==> config.mk <==
export PLATFORM = sky130hd
export DESIGN_NAME = go_back_n_sender_window_flat
export DESIGN_NICKNAME = d
export VERILOG_FILES = /design/src/rtl/gbn_sw_pkg.sv /design/src/rtl/gbn_sw_if.sv /design/src/rtl/go_back_n_sender_window.sv /design/src/flat_wrapper.sv
export SDC_FILE = /design/constraint.sdc
export NUM_CORES = 1
export LEC_CHECK = 0
export BUFFER_PORTS_ARGS = -buffer_cell sky130_fd_sc_hd__clkbuf_2
export CELL_PAD_IN_SITES_DETAIL_PLACEMENT = 0
export CELL_PAD_IN_SITES_GLOBAL_PLACEMENT = 2
export CORE_ASPECT_RATIO = 0.5
export CORE_MARGIN = 2
export CORE_UTILIZATION = 42
export CTS_CLUSTER_SIZE = 20
export DETAILED_ROUTE_END_ITERATION = 16
export PLACE_DENSITY_LB_ADDON = 0.2
export SLEW_MARGIN = 20
export SYNTH_ARGS = -nofsm -noshare
export SYNTH_HDL_FRONTEND = slang
export SYNTH_SLANG_ARGS = --single-unit
==> constraint.sdc <==
create_clock -name clk -period 4.8 [get_ports clk]
set_clock_uncertainty 0.05 [all_clocks]
set_input_delay 0.72 -clock clk [delete_from_list [all_inputs] [get_ports clk]]
set_output_delay 0.72 -clock clk [all_outputs]
set_load 0.02 [all_outputs]
==> src/rtl/gbn_sw_pkg.sv <==
package gbn_sw_pkg;

	localparam int KIND_W     = 2;
	localparam int HANDLE_W   = 16;
	localparam int LEN_W      = 11;
	localparam int SEQ_W      = 4;
	localparam int WIN_W      = 4;
	localparam int TICK_W     = 16;
	localparam int DESC_W     = HANDLE_W + LEN_W;
	localparam int CFG_IDX_W  = 1;
	localparam int CFG_DATA_W = 16;

	localparam int SEQ_SPACE_DEF   = 16;
	localparam int PAYLOAD_MAX_DEF = 1024;

	localparam logic [WIN_W-1:0]  WINDOW_RST  = 4'd10;
	localparam logic [TICK_W-1:0] TIMEOUT_RST = 16'd1000;

	localparam logic [KIND_W-1:0] EV_OFFER = 2'd0;
	localparam logic [KIND_W-1:0] EV_ACK   = 2'd1;
	localparam logic [KIND_W-1:0] EV_TICK  = 2'd2;

	localparam logic [KIND_W-1:0] RK_TX     = 2'd0;
	localparam logic [KIND_W-1:0] RK_REFUSE = 2'd1;
	localparam logic [KIND_W-1:0] RK_STATUS = 2'd2;

	localparam logic [CFG_IDX_W-1:0] CFG_WINDOW  = 1'd0;
	localparam logic [CFG_IDX_W-1:0] CFG_TIMEOUT = 1'd1;

	typedef enum logic [1:0] {
		ST_IDLE   = 2'b01,
		ST_RESEND = 2'b10
	} state_t;

endpackage

==> src/rtl/gbn_sw_if.sv <==
interface gbn_sw_evt_if;
	logic                              valid;
	logic                              ready;
	logic [gbn_sw_pkg::KIND_W-1:0]     kind;
	logic [gbn_sw_pkg::HANDLE_W-1:0]   pkt_handle;
	logic [gbn_sw_pkg::LEN_W-1:0]      pkt_length;
	logic [gbn_sw_pkg::SEQ_W-1:0]      ack_number;
	logic                              ack_intact;

	modport source (output valid, kind, pkt_handle, pkt_length, ack_number, ack_intact,
		input ready);
	modport sink (input valid, kind, pkt_handle, pkt_length, ack_number, ack_intact,
		output ready);
endinterface

interface gbn_sw_res_if;
	logic                              valid;
	logic                              ready;
	logic [gbn_sw_pkg::KIND_W-1:0]     result_kind;
	logic [gbn_sw_pkg::SEQ_W-1:0]      seq_number;
	logic [gbn_sw_pkg::HANDLE_W-1:0]   out_handle;
	logic [gbn_sw_pkg::LEN_W-1:0]      out_length;
	logic                              resent;
	logic [gbn_sw_pkg::SEQ_W-1:0]      window_base;
	logic                              transfer_done;
	logic                              last_of_run;

	modport source (output valid, result_kind, seq_number, out_handle, out_length, resent,
		window_base, transfer_done, last_of_run, input ready);
	modport sink (input valid, result_kind, seq_number, out_handle, out_length, resent,
		window_base, transfer_done, last_of_run, output ready);
endinterface

interface gbn_sw_cfg_if;
	logic                                valid;
	logic                                ready;
	logic [gbn_sw_pkg::CFG_IDX_W-1:0]    reg_index;
	logic [gbn_sw_pkg::CFG_DATA_W-1:0]   wr_data;

	modport source (output valid, reg_index, wr_data, input ready);
	modport sink (input valid, reg_index, wr_data, output ready);
endinterface

==> src/rtl/go_back_n_sender_window.sv <==
// latency: an offer or ack result is registered and shown the cycle after the item is taken
// throughput: one item per cycle for offers, acks and ticks while the result slot drains
// a timeout run reads the descriptor memory (one registered read port) into a pending slot and then gives
// one retransmit per cycle while the result slot drains; input is held off until the run is read out
// reset (arst_n low): window 10, timeout 1000, base/next/timer/flags cleared, memory kept
module go_back_n_sender_window #(
	parameter int SEQ_SPACE   = gbn_sw_pkg::SEQ_SPACE_DEF,
	parameter int PAYLOAD_MAX = gbn_sw_pkg::PAYLOAD_MAX_DEF
) (
	input logic          clk,
	input logic          arst_n,
	gbn_sw_evt_if.sink   evt,
	gbn_sw_res_if.source res,
	gbn_sw_cfg_if.sink   cfg
);

	localparam int SW = $clog2(SEQ_SPACE);
	localparam int HW = gbn_sw_pkg::HANDLE_W;
	localparam int LW = gbn_sw_pkg::LEN_W;
	localparam int QW = gbn_sw_pkg::SEQ_W;
	localparam int TW = gbn_sw_pkg::TICK_W;
	localparam logic [SW:0]   SPACE   = (SW+1)'(SEQ_SPACE);
	localparam logic [SW-1:0] SEQ_TOP = SW'(SEQ_SPACE - 1);
	localparam logic [LW-1:0] LEN_CAP = LW'(PAYLOAD_MAX);
	localparam logic [TW-1:0] TICK_SAT = {TW{1'b1}};

	function automatic logic [SW-1:0] seq_inc(input logic [SW-1:0] s);
		return (s == SEQ_TOP) ? '0 : s + 1'b1;
	endfunction

	function automatic logic [SW-1:0] seq_dist(input logic [SW-1:0] from,
		input logic [SW-1:0] to);
		logic [SW:0] d;
		d = {1'b0, to} - {1'b0, from};
		if (to < from) begin
			d = d + SPACE;
		end
		return d[SW-1:0];
	endfunction

	function automatic logic [QW-1:0] seq_port(input logic [SW-1:0] s);
		return QW'({{QW{1'b0}}, s});
	endfunction

	// control state
	gbn_sw_pkg::state_t state_q;
	logic [gbn_sw_pkg::WIN_W-1:0] window_q;
	logic [TW-1:0]                timeout_q;
	logic [SW-1:0]                base_q;
	logic [SW-1:0]                next_q;
	logic [TW-1:0]                timer_cnt_q;
	logic                         timer_run_q;
	logic                         final_q;
	logic                         done_q;
	logic [SW-1:0]                rd_ptr_q;
	logic [SW-1:0]                rem_q;
	logic                         pend_q;
	logic                         pend_last_q;
	logic [SW-1:0]                pend_seq_q;
	logic [gbn_sw_pkg::DESC_W-1:0] rd_data_q;

	// descriptor memory
	logic [gbn_sw_pkg::DESC_W-1:0] mem [SEQ_SPACE];

	// result register
	logic                          res_valid_q;
	logic [gbn_sw_pkg::KIND_W-1:0] res_kind_q;
	logic [QW-1:0]                 res_seq_q;
	logic [HW-1:0]                 res_handle_q;
	logic [LW-1:0]                 res_length_q;
	logic                          res_resent_q;
	logic [QW-1:0]                 res_base_q;
	logic                          res_done_q;
	logic                          res_last_q;

	logic          out_free;
	logic          in_ready;
	logic          acc;
	logic          move;
	logic          issue;
	logic          load_evt;
	logic [SW-1:0] outstanding;
	logic          full;
	logic          refuse;
	logic [LW-1:0] len_sat;
	logic [SW-1:0] ack_s;
	logic          ack_ok;
	logic [SW-1:0] new_base;
	logic          ack_done;
	logic [TW-1:0] cnt_inc;
	logic [TW-1:0] limit;
	logic          expire;

	assign out_free = !res_valid_q || res.ready;
	assign in_ready = (state_q == gbn_sw_pkg::ST_IDLE) && out_free;
	assign acc      = evt.valid && in_ready;
	assign move     = pend_q && out_free;
	assign issue    = (state_q == gbn_sw_pkg::ST_RESEND) && (rem_q != '0) && (!pend_q || move);
	assign load_evt = acc && ((evt.kind == gbn_sw_pkg::EV_OFFER) ||
		(evt.kind == gbn_sw_pkg::EV_ACK));

	always_comb begin
		outstanding = seq_dist(base_q, next_q);
		full    = (32'(outstanding) >= 32'(window_q)) || (32'(outstanding) >= SEQ_SPACE - 1);
		refuse  = final_q || full;
		len_sat = (32'(evt.pkt_length) > PAYLOAD_MAX) ? LEN_CAP : evt.pkt_length;
		ack_s   = SW'({{SW{1'b0}}, evt.ack_number});
		ack_ok  = evt.ack_intact && (32'(evt.ack_number) < SEQ_SPACE) &&
			(seq_dist(base_q, ack_s) < outstanding);
		new_base = seq_inc(ack_s);
		ack_done = ack_ok && final_q && (new_base == next_q);
		cnt_inc  = (timer_cnt_q != TICK_SAT) ? timer_cnt_q + 1'b1 : timer_cnt_q;
		limit    = (timeout_q == '0) ? TW'(1) : timeout_q;
		expire   = timer_run_q && (cnt_inc >= limit);
	end

	assign evt.ready = in_ready;
	assign cfg.ready = 1'b1;

	always_ff @(posedge clk or negedge arst_n) begin
		if (!arst_n) begin
			window_q  <= gbn_sw_pkg::WINDOW_RST;
			timeout_q <= gbn_sw_pkg::TIMEOUT_RST;
		end else if (cfg.valid) begin
			case (cfg.reg_index)
				gbn_sw_pkg::CFG_WINDOW: begin
					window_q <= cfg.wr_data[gbn_sw_pkg::WIN_W-1:0];
				end
				gbn_sw_pkg::CFG_TIMEOUT: begin
					timeout_q <= cfg.wr_data;
				end
				default: begin
				end
			endcase
		end
	end

	always_ff @(posedge clk or negedge arst_n) begin
		if (!arst_n) begin
			state_q     <= gbn_sw_pkg::ST_IDLE;
			base_q      <= '0;
			next_q      <= '0;
			timer_cnt_q <= '0;
			timer_run_q <= 1'b0;
			final_q     <= 1'b0;
			done_q      <= 1'b0;
			rd_ptr_q    <= '0;
			rem_q       <= '0;
			pend_q      <= 1'b0;
		end else begin
			if (acc) begin
				case (evt.kind)
					gbn_sw_pkg::EV_OFFER: begin
						if (!refuse) begin
							next_q <= seq_inc(next_q);
							if (len_sat == '0) begin
								final_q <= 1'b1;
							end
							if (outstanding == '0) begin
								timer_run_q <= 1'b1;
								timer_cnt_q <= '0;
							end
						end
					end
					gbn_sw_pkg::EV_ACK: begin
						if (ack_ok) begin
							base_q      <= new_base;
							timer_cnt_q <= '0;
							timer_run_q <= (new_base != next_q);
							if (ack_done) begin
								done_q <= 1'b1;
							end
						end
					end
					gbn_sw_pkg::EV_TICK: begin
						if (timer_run_q) begin
							if (expire) begin
								timer_cnt_q <= '0;
								if (outstanding != '0) begin
									state_q  <= gbn_sw_pkg::ST_RESEND;
									rd_ptr_q <= base_q;
									rem_q    <= outstanding;
								end
							end else begin
								timer_cnt_q <= cnt_inc;
							end
						end
					end
					default: begin
					end
				endcase
			end
			if (issue) begin
				rd_ptr_q <= seq_inc(rd_ptr_q);
				rem_q    <= rem_q - 1'b1;
			end
			if (issue) begin
				pend_q <= 1'b1;
			end else if (move) begin
				pend_q <= 1'b0;
			end
			if ((state_q == gbn_sw_pkg::ST_RESEND) && (rem_q == '0) && (!pend_q || move)) begin
				state_q <= gbn_sw_pkg::ST_IDLE;
			end
		end
	end

	// memory port: write on accepted offer, read during a resend run
	always_ff @(posedge clk) begin
		if (acc && (evt.kind == gbn_sw_pkg::EV_OFFER) && !refuse) begin
			mem[next_q] <= {evt.pkt_handle, len_sat};
		end
		if (issue) begin
			rd_data_q   <= mem[rd_ptr_q];
			pend_seq_q  <= rd_ptr_q;
			pend_last_q <= (rem_q == SW'(1));
		end
	end

	always_ff @(posedge clk or negedge arst_n) begin
		if (!arst_n) begin
			res_valid_q <= 1'b0;
		end else if (load_evt || move) begin
			res_valid_q <= 1'b1;
		end else if (res.ready) begin
			res_valid_q <= 1'b0;
		end
	end

	always_ff @(posedge clk) begin
		if (move) begin
			res_kind_q   <= gbn_sw_pkg::RK_TX;
			res_seq_q    <= seq_port(pend_seq_q);
			res_handle_q <= rd_data_q[gbn_sw_pkg::DESC_W-1:LW];
			res_length_q <= rd_data_q[LW-1:0];
			res_resent_q <= 1'b1;
			res_base_q   <= seq_port(base_q);
			res_done_q   <= done_q;
			res_last_q   <= pend_last_q;
		end else if (load_evt) begin
			res_resent_q <= 1'b0;
			res_last_q   <= 1'b1;
			if (evt.kind == gbn_sw_pkg::EV_OFFER) begin
				res_base_q <= seq_port(base_q);
				res_done_q <= done_q;
				res_seq_q  <= seq_port(next_q);
				if (refuse) begin
					res_kind_q   <= gbn_sw_pkg::RK_REFUSE;
					res_handle_q <= '0;
					res_length_q <= '0;
				end else begin
					res_kind_q   <= gbn_sw_pkg::RK_TX;
					res_handle_q <= evt.pkt_handle;
					res_length_q <= len_sat;
				end
			end else begin
				res_kind_q   <= gbn_sw_pkg::RK_STATUS;
				res_seq_q    <= evt.ack_number;
				res_handle_q <= '0;
				res_length_q <= '0;
				res_base_q   <= seq_port(ack_ok ? new_base : base_q);
				res_done_q   <= done_q || ack_done;
			end
		end
	end

	assign res.valid         = res_valid_q;
	assign res.result_kind   = res_kind_q;
	assign res.seq_number    = res_seq_q;
	assign res.out_handle    = res_handle_q;
	assign res.out_length    = res_length_q;
	assign res.resent        = res_resent_q;
	assign res.window_base   = res_base_q;
	assign res.transfer_done = res_done_q;
	assign res.last_of_run   = res_last_q;

endmodule

==> src/flat_wrapper.sv <==
// flat-port wrapper written by rule: the top's interface ports become plain ports
module go_back_n_sender_window_flat 
#(
	parameter int SEQ_SPACE   = gbn_sw_pkg::SEQ_SPACE_DEF,
	parameter int PAYLOAD_MAX = gbn_sw_pkg::PAYLOAD_MAX_DEF
)
  (clk, arst_n, evt_valid, evt_kind, evt_pkt_handle, evt_pkt_length, evt_ack_number, evt_ack_intact, evt_ready, res_valid, res_result_kind, res_seq_number, res_out_handle, res_out_length, res_resent, res_window_base, res_transfer_done, res_last_of_run, res_ready, cfg_valid, cfg_reg_index, cfg_wr_data, cfg_ready);
  gbn_sw_evt_if evt_i ();
  gbn_sw_res_if res_i ();
  gbn_sw_cfg_if cfg_i ();
  input logic clk;
  input logic arst_n;
  input wire logic [$bits(evt_i.valid)-1:0] evt_valid;
  input wire logic [$bits(evt_i.kind)-1:0] evt_kind;
  input wire logic [$bits(evt_i.pkt_handle)-1:0] evt_pkt_handle;
  input wire logic [$bits(evt_i.pkt_length)-1:0] evt_pkt_length;
  input wire logic [$bits(evt_i.ack_number)-1:0] evt_ack_number;
  input wire logic [$bits(evt_i.ack_intact)-1:0] evt_ack_intact;
  output wire logic [$bits(evt_i.ready)-1:0] evt_ready;
  output wire logic [$bits(res_i.valid)-1:0] res_valid;
  output wire logic [$bits(res_i.result_kind)-1:0] res_result_kind;
  output wire logic [$bits(res_i.seq_number)-1:0] res_seq_number;
  output wire logic [$bits(res_i.out_handle)-1:0] res_out_handle;
  output wire logic [$bits(res_i.out_length)-1:0] res_out_length;
  output wire logic [$bits(res_i.resent)-1:0] res_resent;
  output wire logic [$bits(res_i.window_base)-1:0] res_window_base;
  output wire logic [$bits(res_i.transfer_done)-1:0] res_transfer_done;
  output wire logic [$bits(res_i.last_of_run)-1:0] res_last_of_run;
  input wire logic [$bits(res_i.ready)-1:0] res_ready;
  input wire logic [$bits(cfg_i.valid)-1:0] cfg_valid;
  input wire logic [$bits(cfg_i.reg_index)-1:0] cfg_reg_index;
  input wire logic [$bits(cfg_i.wr_data)-1:0] cfg_wr_data;
  output wire logic [$bits(cfg_i.ready)-1:0] cfg_ready;
  assign evt_i.valid = evt_valid;
  assign evt_i.kind = evt_kind;
  assign evt_i.pkt_handle = evt_pkt_handle;
  assign evt_i.pkt_length = evt_pkt_length;
  assign evt_i.ack_number = evt_ack_number;
  assign evt_i.ack_intact = evt_ack_intact;
  assign evt_ready = evt_i.ready;
  assign res_valid = res_i.valid;
  assign res_result_kind = res_i.result_kind;
  assign res_seq_number = res_i.seq_number;
  assign res_out_handle = res_i.out_handle;
  assign res_out_length = res_i.out_length;
  assign res_resent = res_i.resent;
  assign res_window_base = res_i.window_base;
  assign res_transfer_done = res_i.transfer_done;
  assign res_last_of_run = res_i.last_of_run;
  assign res_i.ready = res_ready;
  assign cfg_i.valid = cfg_valid;
  assign cfg_i.reg_index = cfg_reg_index;
  assign cfg_i.wr_data = cfg_wr_data;
  assign cfg_ready = cfg_i.ready;
  go_back_n_sender_window #(.SEQ_SPACE(SEQ_SPACE), .PAYLOAD_MAX(PAYLOAD_MAX)) u_core (.clk(clk), .arst_n(arst_n), .evt(evt_i), .res(res_i), .cfg(cfg_i));
endmodule
==> flow_summary_export.csv, run 1 <==
group,metric,value,unit
outcome,status,"completed",
worst_setup_path,path_class,"register to register",
routing,via_per_inst,5.51,
global_route,grt.overflow.total,0,
global_route,grt_max_degree,56,
timing,rsz0062_at_grt,"false",
clocking,cts_resized,0,
routing,drcViolationCount,0,
finish,fin_util,48.6,%
routing,wl_per_cell,23.2,µm
yosys,syn_area,23400,µm²
die,start_util,42.3,%
yosys,synth_top_area_cell,"edfxtp_1",
clocking,root_buffer,"clkbuf_16",
die,num_io_pins,99,
timing,hold_violations,0,
timing,setup_viol,0,
worst_setup_path,start_kind,"register",
run,cap_violations,0,
clocking,clock_latency,0.61,ns
placed_design,dp_slack,0.530,ns
timing,worstMarginPinSlew,1.06,ns
yosys,synthTopCellsByCount,"501 x edfxtp_1, 112 x mux2i_1, 71 x nand2_1, 55 x a221oi_1, 54 x mux4_2",
yosys,synth-edff-count,501,
die,die_w,338,µm
routing,vias,12743,
yosys,ys_seq_area_share,70.8,%
routing,drt_wl_total,53600,µm
worst_setup_path,crit_arrival,4.48,ns
global_route,grt_pass1_wl,81100,µm
global_route,antenna_found_initial,1,
die,dieArea,57800,µm²
timing,slew_viol_final,0,
routing,drt_first_pass_iters,4,
placed_design,place_congestion,0.796,
yosys,synth_cells,1385,
yosys,syn_area_per_cell,16.9,µm²
timing,whs,0.225,ns
worst_setup_path,cp_max_fo,27,
finish,area_delta_synth_final,14.7,%
die,row_count,61,
finish,postLayoutCellArea,26900,µm²
yosys,async_flop_share,10.5,%
global_route,grt_use_total,18.8,%
clocking,postCtsHoldBufs,0,
timing,layout_setup_ws,0.519,ns
worst_setup_path,crit_family,"simple AND/OR/NAND/NOR gates",
clocking,post_cts.repair.setup_buffers,0,
clocking,cts_buffer_depth,3,
timing,slew_headroom,29.2,%
yosys,yosys.area_share.simple,4.74,%
clocking,clock_sinks,563,
routing,drt_first_iter_violations,888,
worst_setup_path,cp.required,5.00,ns
yosys,ys_warn_count,0,
clocking,cts_tree,"yes",
global_route,first_global_vias,13164,
finish,final_net_count,1609,
worst_setup_path,crit_path_end_kind,"register",
worst_setup_path,crit_chain,"inv_1 > ha_1 > inv_1 > fa_1 > xor2_2 > ha_1 > or4_1 > a21oi_2 > o32ai_4 > nor3_2 > nor3b_2 > and2_1 > buf_4",
placed_design,dp_hpwl,33400,µm
yosys,synth_top_family_by_area,"multiplexers",
routing,antenna_left,0,
placed_design,port_buffers,97,
clocking,cts-buffers-inserted,51,
worst_setup_path,path_buf_inv,3,
yosys,synth_cell_type_count,85,
timing,fmax,234,MHz
timing,fin_crit,4.28,ns
die,core_area,55300,µm²
power,vdd_ir_drop_max,285,µV
yosys,synthAdderAreaFrac,2.20,%
yosys,synth_most_common_cell,"edfxtp_1",
worst_setup_path,max_stage_delay,0.54,ns
yosys,ys_ff_latch,563,
worst_setup_path,critPathSlowestCell,"or4_1",
placed_design,place_area,25100,µm²
yosys,yosys.area.top_type_share,64.2,%
worst_hold_path,min_path_type,"input port to asynchronous set/reset pin",
yosys,synth-compound-area-share,8.12,%
yosys,synth_xor_area_share,0.855,%
yosys,synthTopCellsByArea,"edfxtp_1 64%, dfrtp_1 5.3%, mux4_2 5.2%, mux2i_1 4.8%, a221oi_1 2.1%",
clocking,path_clk_slew,0.07,ns
yosys,yosys-mux-area-fraction,11.2,%
die,dieHeight,171,µm
finish,drive_gt1_share,23.4,%
power,p_leak,9.17,nW
power,power_density,535,nW/µm²
timing,finalCritPeriodShare,89.2,%
clocking,htreeDepth,2,
timing,setup_tns,0,ns
finish,num_antenna_cells,0,
yosys,syn_nets,1481,
yosys,synth_flop_cell,"edfxtp_1",
[cell usage in the layout, fill, tap and decap left out, drive strengths merged, types with 13 or more instances in the layout]
master / n
clkinv: 28
nor2: 38
ha: 38
nand2b: 13
a22o: 27
a221oi: 55
clkbuf: 152
a22oi: 28
o21ai: 48
inv: 50
a31oi: 17
nor2b: 14
nand3: 15
edfxtp: 501
buf: 45
mux4: 54
nand2: 73
a21oi: 23
dfrtp: 50
mux2i: 112
mux2: 25
[layer usage]
layer  part of all wire (%)  global-route usage [%]  wire length, µm  up-vias
met3                    4.7                    3.38             2500       59
li1                       -                       -                -     5801
met1                     47                    26.9            25400     6624
met5                      0                       0                0        -
met2                     46                    30.2            24800      259
met4                    1.5                    3.90              795        0
[kinds of logic (layout without fill, tap and decap cells)]
logic type	Yosys count	count (layout)
xor gates and xnor gates	22	22
buffers and inverters	114	284
DFF	563	563
and+or+nand+nor	208	208
other	1	1
adders and majority gates	40	40
muxes	191	191
AOI/OAI and AO/OA	246	246
[power breakdown]
part           switching, mW  internal [mW]
combinational           2.40           1.66
sequential             0.310           5.76
clock                   1.86           2.38
total                   4.57           9.80
[flip-flops by register name, summed over array words and instances (netlist names), 2 cells and up]
register                count
u_core.rd_ptr_q             4
u_core.res.result_kind      2
u_core.rem_q                4
u_core.res.out_length      11
u_core.pend_seq_q           4
u_core.timeout_q           16
u_core.res.out_handle      16
u_core.state_q              2
u_core.timer_cnt_q         16
u_core.base_q               4
u_core.mem                432
u_core.rd_data_q           27
u_core.res.window_base      4
u_core.next_q               4
u_core.res.seq_number       4
u_core.window_q             4
[final timing paths]
path,startpoint,end,slack (ns),depth (start not counted)
max,u_core.next_q[0]$_DFFE_PN0P_,u_core.mem[3][13]$_DFFE_PP_,0.52,13
min,arst_n,u_core.done_q$_DFFE_PN0P_,0.23,1
max reg2reg,u_core.next_q[0]$_DFFE_PN0P_,u_core.mem[3][13]$_DFFE_PP_,0.52,13
min reg2reg,u_core.res.resent$_SDFFE_PP1P_,u_core.res.resent$_SDFFE_PP1P_,0.39,2
max in group asynchronous,arst_n,u_core.state_q[0]$_DFFE_PN1P_,3.55,2
min in group clk,cfg_wr_data[3],u_core.window_q[3]$_DFFE_PN1P_,0.30,3
[area by class of cell]
cell class              count  area (µm²)
clock inverters            39         420
repair buffers            141         953
well taps                 756         946
fillers                  4622       28500
flip-flops and latches    563       16600
multi-input cells         708        6470
clock buffers              56        1320
inverters                  48         180
[metrics by stage]
step | power (mW) | cells
3_5_place_dp | 10.3 | 2216
2_1_floorplan | 9.03 | 1385
4_1_cts | 14.6 | 2311
3_3_place_gp | 10.3 | 2216
6_report | 14.4 | 2311
5_1_grt | 15.1 | 2311
No activity file was read; power rests on OpenSTA's default activity.
==> inputs of run 2 (changes only) <==
PLACE_DENSITY = 0.88   (was unset)
PLACE_DENSITY_LB_ADDON = unset   (was 0.2)
SETUP_SLACK_MARGIN = 0.2   (was unset)
==> flow_summary_export.csv, run 2 (synthesis gave the netlist of run 1 again) <==
group,metric,value,unit
outcome,status,"completed",
finish,num_antenna_cells,0,
global_route,antenna_found_initial,0,
worst_setup_path,crit_family,"simple AND/OR/NAND/NOR gates",
global_route,grt_use_total,17.3,%
global_route,grt_max_degree,56,
finish,final_net_count,1604,
routing,drcViolationCount,0,
timing,slew_headroom,29.0,%
worst_hold_path,min_path_type,"input port to asynchronous set/reset pin",
finish,final_common_cell,"edfxtp_1",
finish,largest_reg_flops,432,
timing,setup_tns,0,ns
worst_setup_path,r2r_start,"u_core.next_q[0]$_DFFE_PN0P_",
finish,finalNonFillerCells,2300,
routing,drt_first_pass_iters,5,
placed_design,placed_cells,2213,
die,dieArea,57800,µm²
timing,fin_crit,4.27,ns
timing,worstMarginPinSlew,1.06,ns
routing,vias,12667,
clocking,postCtsHoldBufs,0,
timing,hold_violations,0,
die,dieHeight,171,µm
timing,slew_viol_final,0,
power,p_leak,9.07,nW
worst_setup_path,critPathSlowestCell,"dfrtp_1",
worst_setup_path,r2r_cells,13,
die,core_area,55300,µm²
power,vdd_ir_drop_max,319,µV
placed_design,port_buffers,97,
finish,drive_gt1_share,23.1,%
clocking,clock_sinks,563,
finish,top_regs,"u_core.mem x432, u_core.rd_data_q x27",
global_route,grt_pass1_wl,76300,µm
worst_setup_path,crit_path_end_kind,"register",
worst_setup_path,max_stage_delay,0.43,ns
routing,wl_per_cell,21.6,µm
routing,antenna_left,0,
finish,fin_util,48.2,%
timing,finalCritPeriodShare,89.0,%
worst_setup_path,path_class,"register to register",
clocking,cts_buffer_depth,3,
clocking,path_clk_slew,0.07,ns
worst_setup_path,start_kind,"register",
global_route,grt.overflow.total,0,
placed_design,dp_hpwl,30700,µm
worst_setup_path,crit_path_start,"u_core.next_q[0]$_DFFE_PN0P_",
timing,rsz0062_at_grt,"false",
clocking,root_buffer,"clkbuf_16",
clocking,clock_latency,0.58,ns
worst_setup_path,path_buf_inv,3,
clocking,cts_tree,"yes",
finish,area_delta_synth_final,13.8,%
finish,regMostFlops,"u_core.mem",
worst_setup_path,cp.required,4.97,ns
die,die_w,338,µm
timing,setup_viol,0,
global_route,first_global_vias,12789,
clocking,cts-buffers-inserted,49,
die,num_io_pins,99,
worst_setup_path,cp_max_fo,27,
clocking,htreeDepth,2,
routing,drt_wl_total,49600,µm
worst_setup_path,r2r_slack,0.53,ns
die,start_util,42.3,%
routing,drt_first_iter_violations,1094,
placed_design,place_congestion,0.759,
die,row_count,61,
worst_setup_path,crit_arrival,4.44,ns
power,power_density,527,nW/µm²
worst_setup_path,worstReg2RegEnd,"u_core.mem[1][13]$_DFFE_PP_",
routing,via_per_inst,5.51,
worst_setup_path,crit_chain,"inv_1 > ha_1 > inv_1 > fa_1 > xor2_2 > ha_1 > o21a_1 > nor3_1 > o32ai_4 > nor3_2 > nor3b_2 > and2_2 > buf_4",
finish,final_cell_mix,"501 x edfxtp_1, 112 x mux2i_1, 97 x clkbuf_2",
timing,fmax,234,MHz
run,cap_violations,0,
-- run 2: cell types whose count changed in the layout (fill, tap and decap cells not counted), sizes merged --
cell | previous run | this run
clkbuf | 152 | 158
buf | 45 | 41
clkinv | 28 | 15
-- run 2: routing by layer --
| layer | part of all wire (%) | track usage (%) | routed length [µm] |
|---|---|---|---|
| met5 | 0 | 0 | 0 |
| met4 | 1.6 | 4.02 | 776 |
| met3 | 5.1 | 2.94 | 2510 |
| met2 | 49 | 29.0 | 24200 |
| met1 | 45 | 23.7 | 22100 |
-- run 2: how the worst max path moves through the flow --
| stage | endpoint | slack [ns] | cells after the start |
|---|---|---|---|
| floorplan | u_core.mem[10][0]$_DFFE_PP_ | 0.28 | 13 |
| global placement | u_core.mem[3][6]$_DFFE_PP_ | 0.60 | 12 |
| detailed placement | u_core.mem[14][16]$_DFFE_PP_ | 0.53 | 13 |
| CTS | u_core.mem[1][20]$_DFFE_PP_ | 0.48 | 12 |
| global route | u_core.mem[1][20]$_DFFE_PP_ | 0.23 | 13 |
| finish | u_core.mem[1][13]$_DFFE_PP_ | 0.53 | 13 |
-- run 2: power by group --
part           switching (mW)  internal, mW  leakage (nW)
logic                    2.34          1.64          3.00
registers               0.304          5.76          5.29
clock network            1.75          2.27         0.779
-- run 2: layout make-up --
cell class | count | area [µm²]
Fill cell | 4580 | 28700
Timing Repair Buffer | 138 | 843
Clock buffer | 61 | 1270
Multi-Input combinational cell | 708 | 6480
Tap cell | 756 | 946
Inverter | 48 | 180
Sequential cell | 563 | 16600
Clock inverter | 26 | 347
-- run 2: timing repair --
action,in CTS,in global routing
endpoints found under the setup margin,0,27
gates resized for setup,0,1
buffers inserted,0,0
-- run 2: through the flow --
step	power [mW]	setup slack [ns]	cell area, µm²	hold WS, ns
floorplan	9.03	0.276	23400	0.374
global placement	10.1	0.597	25000	0.396
detailed placement	10.2	0.526	25000	0.404
CTS	14.2	0.481	26600	0.185
global route	14.8	0.228	26700	0.220
finish	14.1	0.528	26700	0.180
